===== src/design/eabb_fifo.sv =====
// Short queue between front end and back end.
// No dependencies.
`timescale 1ns / 1ps
`default_nettype none
module eabb_fifo #(
    parameter int DW = 8,
    parameter int DEPTH = 2
) (
    input  logic          clk,
    input  logic          rst_n,
    input  logic          push,
    input  logic [DW-1:0] push_data,
    input  logic          pop,
    output logic [DW-1:0] pop_data,
    output logic          full,
    output logic          empty
);
    localparam int PTRW = (DEPTH > 1) ? $clog2(DEPTH) : 1;
    localparam int CNTW = $clog2(DEPTH + 1);

    logic [DW-1:0]   mem_reg [DEPTH];
    logic [PTRW-1:0] wr_ptr_reg, wr_ptr_next, rd_ptr_reg, rd_ptr_next;
    logic [CNTW-1:0] count_reg, count_next;

    assign full     = (count_reg == CNTW'(DEPTH));
    assign empty    = (count_reg == '0);
    assign pop_data = mem_reg[rd_ptr_reg];

    always_comb
    begin
        wr_ptr_next = wr_ptr_reg;
        rd_ptr_next = rd_ptr_reg;
        count_next  = count_reg;
        if (push)
        begin
            wr_ptr_next = (wr_ptr_reg == PTRW'(DEPTH - 1)) ? '0 : wr_ptr_reg + PTRW'(1);
        end
        if (pop)
        begin
            rd_ptr_next = (rd_ptr_reg == PTRW'(DEPTH - 1)) ? '0 : rd_ptr_reg + PTRW'(1);
        end
        if (push && !pop)
        begin
            count_next = count_reg + CNTW'(1);
        end
        else if (pop && !push)
        begin
            count_next = count_reg - CNTW'(1);
        end
    end

    always_ff @(posedge clk or negedge rst_n)
    begin
        if (!rst_n)
        begin
            wr_ptr_reg <= '0;
            rd_ptr_reg <= '0;
            count_reg  <= '0;
        end
        else
        begin
            wr_ptr_reg <= wr_ptr_next;
            rd_ptr_reg <= rd_ptr_next;
            count_reg  <= count_next;
        end
    end

    always_ff @(posedge clk)
    begin
        if (push)
        begin
            mem_reg[wr_ptr_reg] <= push_data;
        end
    end

endmodule
`default_nettype wire


===== config.mk =====
export PLATFORM = sky130hd
export DESIGN_NAME = eabb_fifo
export DESIGN_NICKNAME = d
export VERILOG_FILES = /design/src/design/eabb_fifo.sv
export SDC_FILE = /design/constraint.sdc
export NUM_CORES = 1
export LEC_CHECK = 0
export ABC_AREA = 1
export ABC_CLOCK_PERIOD_IN_PS = 3600
export BUFFER_PORTS_ARGS = -buffer_cell sky130_fd_sc_hd__buf_2
export CAP_MARGIN = 10
export CORE_ASPECT_RATIO = 1.4
export CORE_UTILIZATION = 35
export CTS_BUF_LIST = sky130_fd_sc_hd__clkbuf_4 sky130_fd_sc_hd__clkbuf_8
export DETAILED_ROUTE_END_ITERATION = 16
export MAX_ROUTING_LAYER = met4
export SYNTH_ARGS = -nofsm -noshare
export SYNTH_HDL_FRONTEND = slang
export SYNTH_SLANG_ARGS = --single-unit

===== constraint.sdc =====
create_clock -name clk -period 3.6 [get_ports clk]
set_input_delay 0 -clock clk [delete_from_list [all_inputs] [get_ports clk]]
set_output_delay 0 -clock clk [all_outputs]
set_load 0.02 [all_outputs]

==> impl_results.md, run 1 <==
- Status: finished, final reports clean
- F_max: 680.7 MHz
- Critical Path Max Stage Delay: 680 ps
- Leakage power total: 0.0004863 uW
- CTS resizes: 0
- I/O Buffers: 21
- Site row count: 20
- Post-Place Setup Slack: 2279 ps
- CTS root buffer: clkbuf_4
- Crit path max fanout: 9
- Largest net degree at the start of global routing: 12
- Power Dens Cells: 683.0 mW/mm2
- Initial Utilization: 37.16%
- Most common cell after layout, fill and taps aside: buf_2
- Final Hold Viols: 0
- Total gr overflow: 0
- Critical Path, Cell by Cell: mux2_4 > buf_2
- Yosys cell types: 12
- WL final: 1283 um
- Crit path kind: reg -> out
- Hold-fix buffers, CTS: 11
- Reg area: 580.6 um2
- Top Ports: 22
- Yosys reg bits: 20
- First-pass GRT wire length: 2035 um
- Total track usage: 11.82%
- CP startpoint kind: register
- Vias in the first global route: 492
- Reg2Reg Setup Slack: 2300 ps
- Antenna-violating nets left: 0
- Vias per cell: 4.654
- Area grow syn2layout: 31.50%
- Worst R2R End: mem_reg[0][0]
- DR DRC count: 0
- Minimum clock period after layout: 1469 ps
- Unrepaired setup endpoints after global routing: no
- Placed Area: 939.7 um2
- Mapped Cells: 50
- Final-layout fill cell count: 212
- Gpl congestion: 0.6338
- # clock sinks: 20
- Crit end category: output pin
- Core Util, Final: 48.86%
- Mapped Nets: 63
- H-tree depth: 1
- Yosys warning count: 0
- Max_slew headroom: 55.62%
- Reg clk slew, reported paths: 110 ps
- CP Buf/Inv Count: 1
- Die W: 42.87 um
- Highest-count cells in the layout ignoring fill and taps: buf_2, edfxtp_1, dlygate4sd3_1
- Worst R2R Path Depth: 1
- Clock Latency Late Sink: 300 ps
- Setup Viol. Count Final: 0
- Layout cells sized above 1: 37.65%
- Synth area leaders: edfxtp_1, mux2_4, dfrtp_1, inv_1, nand2_1
- Worst Path Required: 3600 ps
- Drt first pass iters: 4
- Clock buffer depth: 2
- Largest delay contributor family on the critical path: flip-flops
- DR iter-0 viols: 7
- Max-slew violations: 0
- Sum Neg Setup Slack: 0 ps
- Max rail drop VDD: 353.0 uV
- Nets: 99
- Area of the multi-input gates: 200.2 um2
- Postcts setup bufs: 0
- Max_cap viols: 0
- Data arrival time of the worst path: 1470 ps
- Slowest cell on the critical path: dfrtp_1
- Hold Path Class: in -> async
- Least-Margin Pin Slew: 663.3 ps
- Tot Pwr: 734.9 uW
- CTS tree: yes
- CORE AREA: 0.002202 mm2
- Post-synth top area share: 58.72%
- Die extent in y: 59.21 um
- Final setup margin: 2131 ps
- Critical register-to-register path startpoint: wr_ptr_reg
- Avg WL per Cell: 11.99 um
- Cell taking the most area after synthesis: edfxtp_1
- Initial antenna violation count: 0
- Avg Inst Size Synth: 16.37 um2
- Area of the mapped netlist: 818.3 um2
- Max reg flops: 16
- Seq/Total Area, Yosys: 70.95%
- Total CTS buffers: 3
- Die area: 0.002538 mm2
- Design Area, Final: 0.001076 mm2
- Via count: 498
- Antenna fix cells: 0
- Setup Skew: 7.915 ps
- Final period utilization: 40.81%
==> stage by stage <==
step | std cells | hold WS (ps)
finish | 107 | 32.64
global route | 107 | 34.15
detailed placement | 92 | -187.8
floorplan | 50 | -295.6
global placement | 92 | -188.8
CTS | 107 | 7.476
==> metal layers <==
| layer | share of wire [%] | GRT usage, % | routed length [um] | up-vias |
|---|---|---|---|---|
| li1 | - | - | - | 244 |
| met1 | 38 | 10.98 | 483 | 233 |
| met2 | 55 | 20.13 | 704 | 17 |
| met3 | 4.6 | 2.134 | 59 | 4 |
| met4 | 2.7 | 10.71 | 34 | 0 |
| met5 | 0 | - | 0 | - |
==> Yosys cell counts <==
cell type   n
xnor2_1     1
mux2_4      8
nor2_1      3
edfxtp_1   16
inv_1       7
buf_6       1
nand2_1     5
nand4_1     1
nand3_1     1
xor2_1      2
ha_1        1
dfrtp_1     4
==> power by group <==
part           internal (uW)  leakage (uW)  switching, uW  total [uW]
Combinational            130      0.000274            131         260
Sequential               314      0.000197           52.0         366
Clock                   40.4     0.0000154           68.5         109
==> area by class of cell <==
type                       instances  share of cell area [%]
tap                               22                   2.558
sequential                        20                   53.95
clock inverter                     1                  0.3488
inverter                           7                   2.442
clock buffer                       3                   2.093
timing repair buffer              32                   20.00
multi-input combinational         22                   18.60
==> cell families (layout without fill, tap and decap cells) <==
group / Yosys count / count (layout) / synth area share [%]
buffers and inverters: 8 / 43 / 4.588
flip-flops: 20 / 20 / 70.95
XOR/XNOR: 3 / 3 / 3.212
adder cells (fa/ha/maj): 1 / 1 / 1.529
multiplexers: 8 / 8 / 14.68
AND/OR/NAND/NOR: 10 / 10 / 5.046
==> worst max path at each step <==
stage,slack (ps),startpoint,endpoint,cells past startpoint
2_1_floorplan,2460,wr_ptr_reg,mem_reg[0][0],1
3_3_place_gp,2320,wr_ptr_reg,mem_reg[0][4],1
3_5_place_dp,2280,wr_ptr_reg,mem_reg[0][4],1
4_1_cts,2090,rd_ptr_reg,pop_data[2],2
5_1_grt,2060,rd_ptr_reg,pop_data[1],2
6_report,2130,rd_ptr_reg,pop_data[3],2
No activity file was read; power rests on OpenSTA's default activity.
==> run 2, diff against run 1 <==
--- a/config.mk
+++ b/config.mk
@@ -6,7 +6,7 @@
 export NUM_CORES = 1
 export LEC_CHECK = 0
 export ABC_AREA = 1
-export ABC_CLOCK_PERIOD_IN_PS = 3600
+export ABC_CLOCK_PERIOD_IN_PS = 1400
 export BUFFER_PORTS_ARGS = -buffer_cell sky130_fd_sc_hd__buf_2
 export CAP_MARGIN = 10
 export CORE_ASPECT_RATIO = 1.4
==> constraint.sdc (replaced) <==
create_clock -name clk -period 1.4 [get_ports clk]
set_input_delay 0 -clock clk [delete_from_list [all_inputs] [get_ports clk]]
set_output_delay 0 -clock clk [all_outputs]
set_load 0.02 [all_outputs]
==> run 2 against run 1 <==
Against the previous run: first-iteration DRC count grew 110%; clock skew decreased by 6.4 ps; combinational power grew to 2.6 times the previous value; critical path depth unchanged; core utilization up 0.57 points; sequential share of layout area fell by 0.51 points; sequential power increased to 2.6 times the previous value; wire length fell by 2.7%; clock power grew to 2.6 times the previous value; sequential cell count is the same; largest power group unchanged; hold slack better by 12 ps.
==> impl_results.md, run 2 (synthesized netlist as in run 1, its figures left out) <==
- Status: finished, final reports clean
- Nets: 100 (+1.0%)
- # clock sinks: 20 (unchanged)
- DR iter-0 viols: 15 (+8)
- Slowest cell on the critical path: dfrtp_2
- Antenna fix cells: 0 (unchanged)
- Final Hold Viols: 0 (unchanged)
- Via count: 485 (-2.6%)
- Crit path max fanout: 9 (unchanged)
- Area grow syn2layout: 33.03%
- Largest delay contributor family on the critical path: flip-flops
- Largest net degree at the start of global routing: 12 (unchanged)
- Met3 wire len: 51 um (-14%)
- Tot Pwr: 1916 uW (+160%)
- CTS root buffer: clkbuf_4
- Max_cap viols: 0 (unchanged)
- Minimum clock period after layout: 1324 ps
- Top Ports: 22 (unchanged)
- I/O Buffers: 21 (unchanged)
- WL final: 1248 um (-2.7%)
- Crit end category: output pin
- DR WL met2: 649 um (-7.8%)
- CP Buf/Inv Count: 1 (unchanged)
- Hold Path Class: in -> async
- CP startpoint kind: register
- Initial Utilization: 37.16% (unchanged)
- Final period utilization: 94.58%
- Clock Latency Late Sink: 290 ps (about the same)
- Met1 wire length: 536 um (+11%)
- Vias in the first global route: 486 (-1.2%)
- Power Dens Cells: 1760 mW/mm2 (+160%)
- Crit path kind: reg -> out
- Most common cell after layout, fill and taps aside: buf_2
- Total track usage: 11.49% (-0.32 points)
- Top sig layer: met4
- Drt first pass iters: 2 (-2)
- Layout cells sized above 1: 40.70% (+3.1 points)
- Max reg flops: 16 (unchanged)
- Critical Path Max Stage Delay: 550 ps (-130 ps)
- Least-Margin Pin Slew: 308.3 ps (-355.0 ps)
- Site row count: 20 (unchanged)
- Sum Neg Setup Slack: 0 ps (unchanged)
- CTS tree: yes
- Clock buffer depth: 2 (unchanged)
- Die W: 42.87 um (unchanged)
- H-tree depth: 1 (unchanged)
- Die area: 0.002538 mm2 (unchanged)
- Max_slew headroom: 79.42% (+24 points)
- Reg clk slew, reported paths: 100 ps (about the same)
- Postcts setup bufs: 0 (unchanged)
- F_max: 755.2 MHz
- Leakage power total: 0.0004935 uW (+1.5%)
- Antenna-violating nets left: 0 (unchanged)
- Max-slew violations: 0 (unchanged)
- Worst Path Required: 1400 ps (-2200 ps)
- CORE AREA: 0.002202 mm2 (unchanged)
- Data arrival time of the worst path: 1320 ps (-150 ps)
- Setup Viol. Count Final: 0 (unchanged)
- Gpl congestion: 0.6192 (-2.3%)
- Final hold slack: 44.56 ps (+11.92 ps)
- DR DRC count: 0 (unchanged)
- Critical register-to-register path startpoint: wr_ptr_reg
- Highest-count cells in the layout ignoring fill and taps: buf_2, edfxtp_1, dlygate4sd3_1
- Total gr overflow: 0 (unchanged)
- Critical Path, Cell by Cell: mux2_4 > buf_2
- Critical Path Start: rd_ptr_reg
- Max rail drop VDD: 795.0 uV (+130%)
- First-pass GRT wire length: 2014 um (-1.0%)
- Initial antenna violation count: 0 (unchanged)
- Setup Skew: 1.501 ps (-6.415 ps)
- Vias per cell: 4.491 (-3.5%)
- Avg WL per Cell: 11.56 um (-3.6%)
- Unrepaired setup endpoints after global routing: no
- Total CTS buffers: 3 (unchanged)
- Die extent in y: 59.21 um (unchanged)
- DP HPWL: 910.1 um
[run 2: cell type report]
class | instances | area [um2]
fill | 210 | 1114
sequential | 20 | 581.8
timing repair buffer | 33 | 222.7
multi-input combinational | 22 | 200.2
clock buffer | 4 | 30.03
tap | 22 | 27.53
inverter | 7 | 26.28
[run 2: what timing repair did]
item / CTS / global route
endpoints found under the setup margin: 8 / 0
hold buffers: 11 / 0
endpoints found under the hold margin: 22 / 0
gates resized for setup: 1 / 0
[run 2: path summary, 6_finish.rpt]
kind                                 end  slack (ps)  cells past startpoint
max                          pop_data[2]          80                      2
min                         count_reg[1]          40                      2
max reg2reg                mem_reg[1][6]         360                      2
min reg2reg                   wr_ptr_reg         510                      1
max in group asynchronous     rd_ptr_reg        1220                      2
min in group clk           mem_reg[0][2]         430                      2
[run 2: metal layers]
layer	vias up	GRT usage [%]
li1	244	-
met4	0	8.036
met2	15	18.40
met3	2	1.829
met5	-	-
met1	224	13.00
[run 2: power breakdown]
group | internal (uW) | switching [uW] | total (uW)
Clock | 130 | 157 | 287
Combinational | 343 | 337 | 680
Sequential | 809 | 139 | 949
Total | 1280 | 634 | 1920
[run 2: per-stage QoR]
stage	setup slack, ps	util, %	cell area, um2	std cells
finish	75.87	49.43	1089	108
global route	9.474	49.43	1089	108
CTS	47.94	49.43	1089	108
detailed placement	231.8	43.01	947.2	93
global placement	259.0	43.01	947.2	93
floorplan	256.2	-	818.3	50
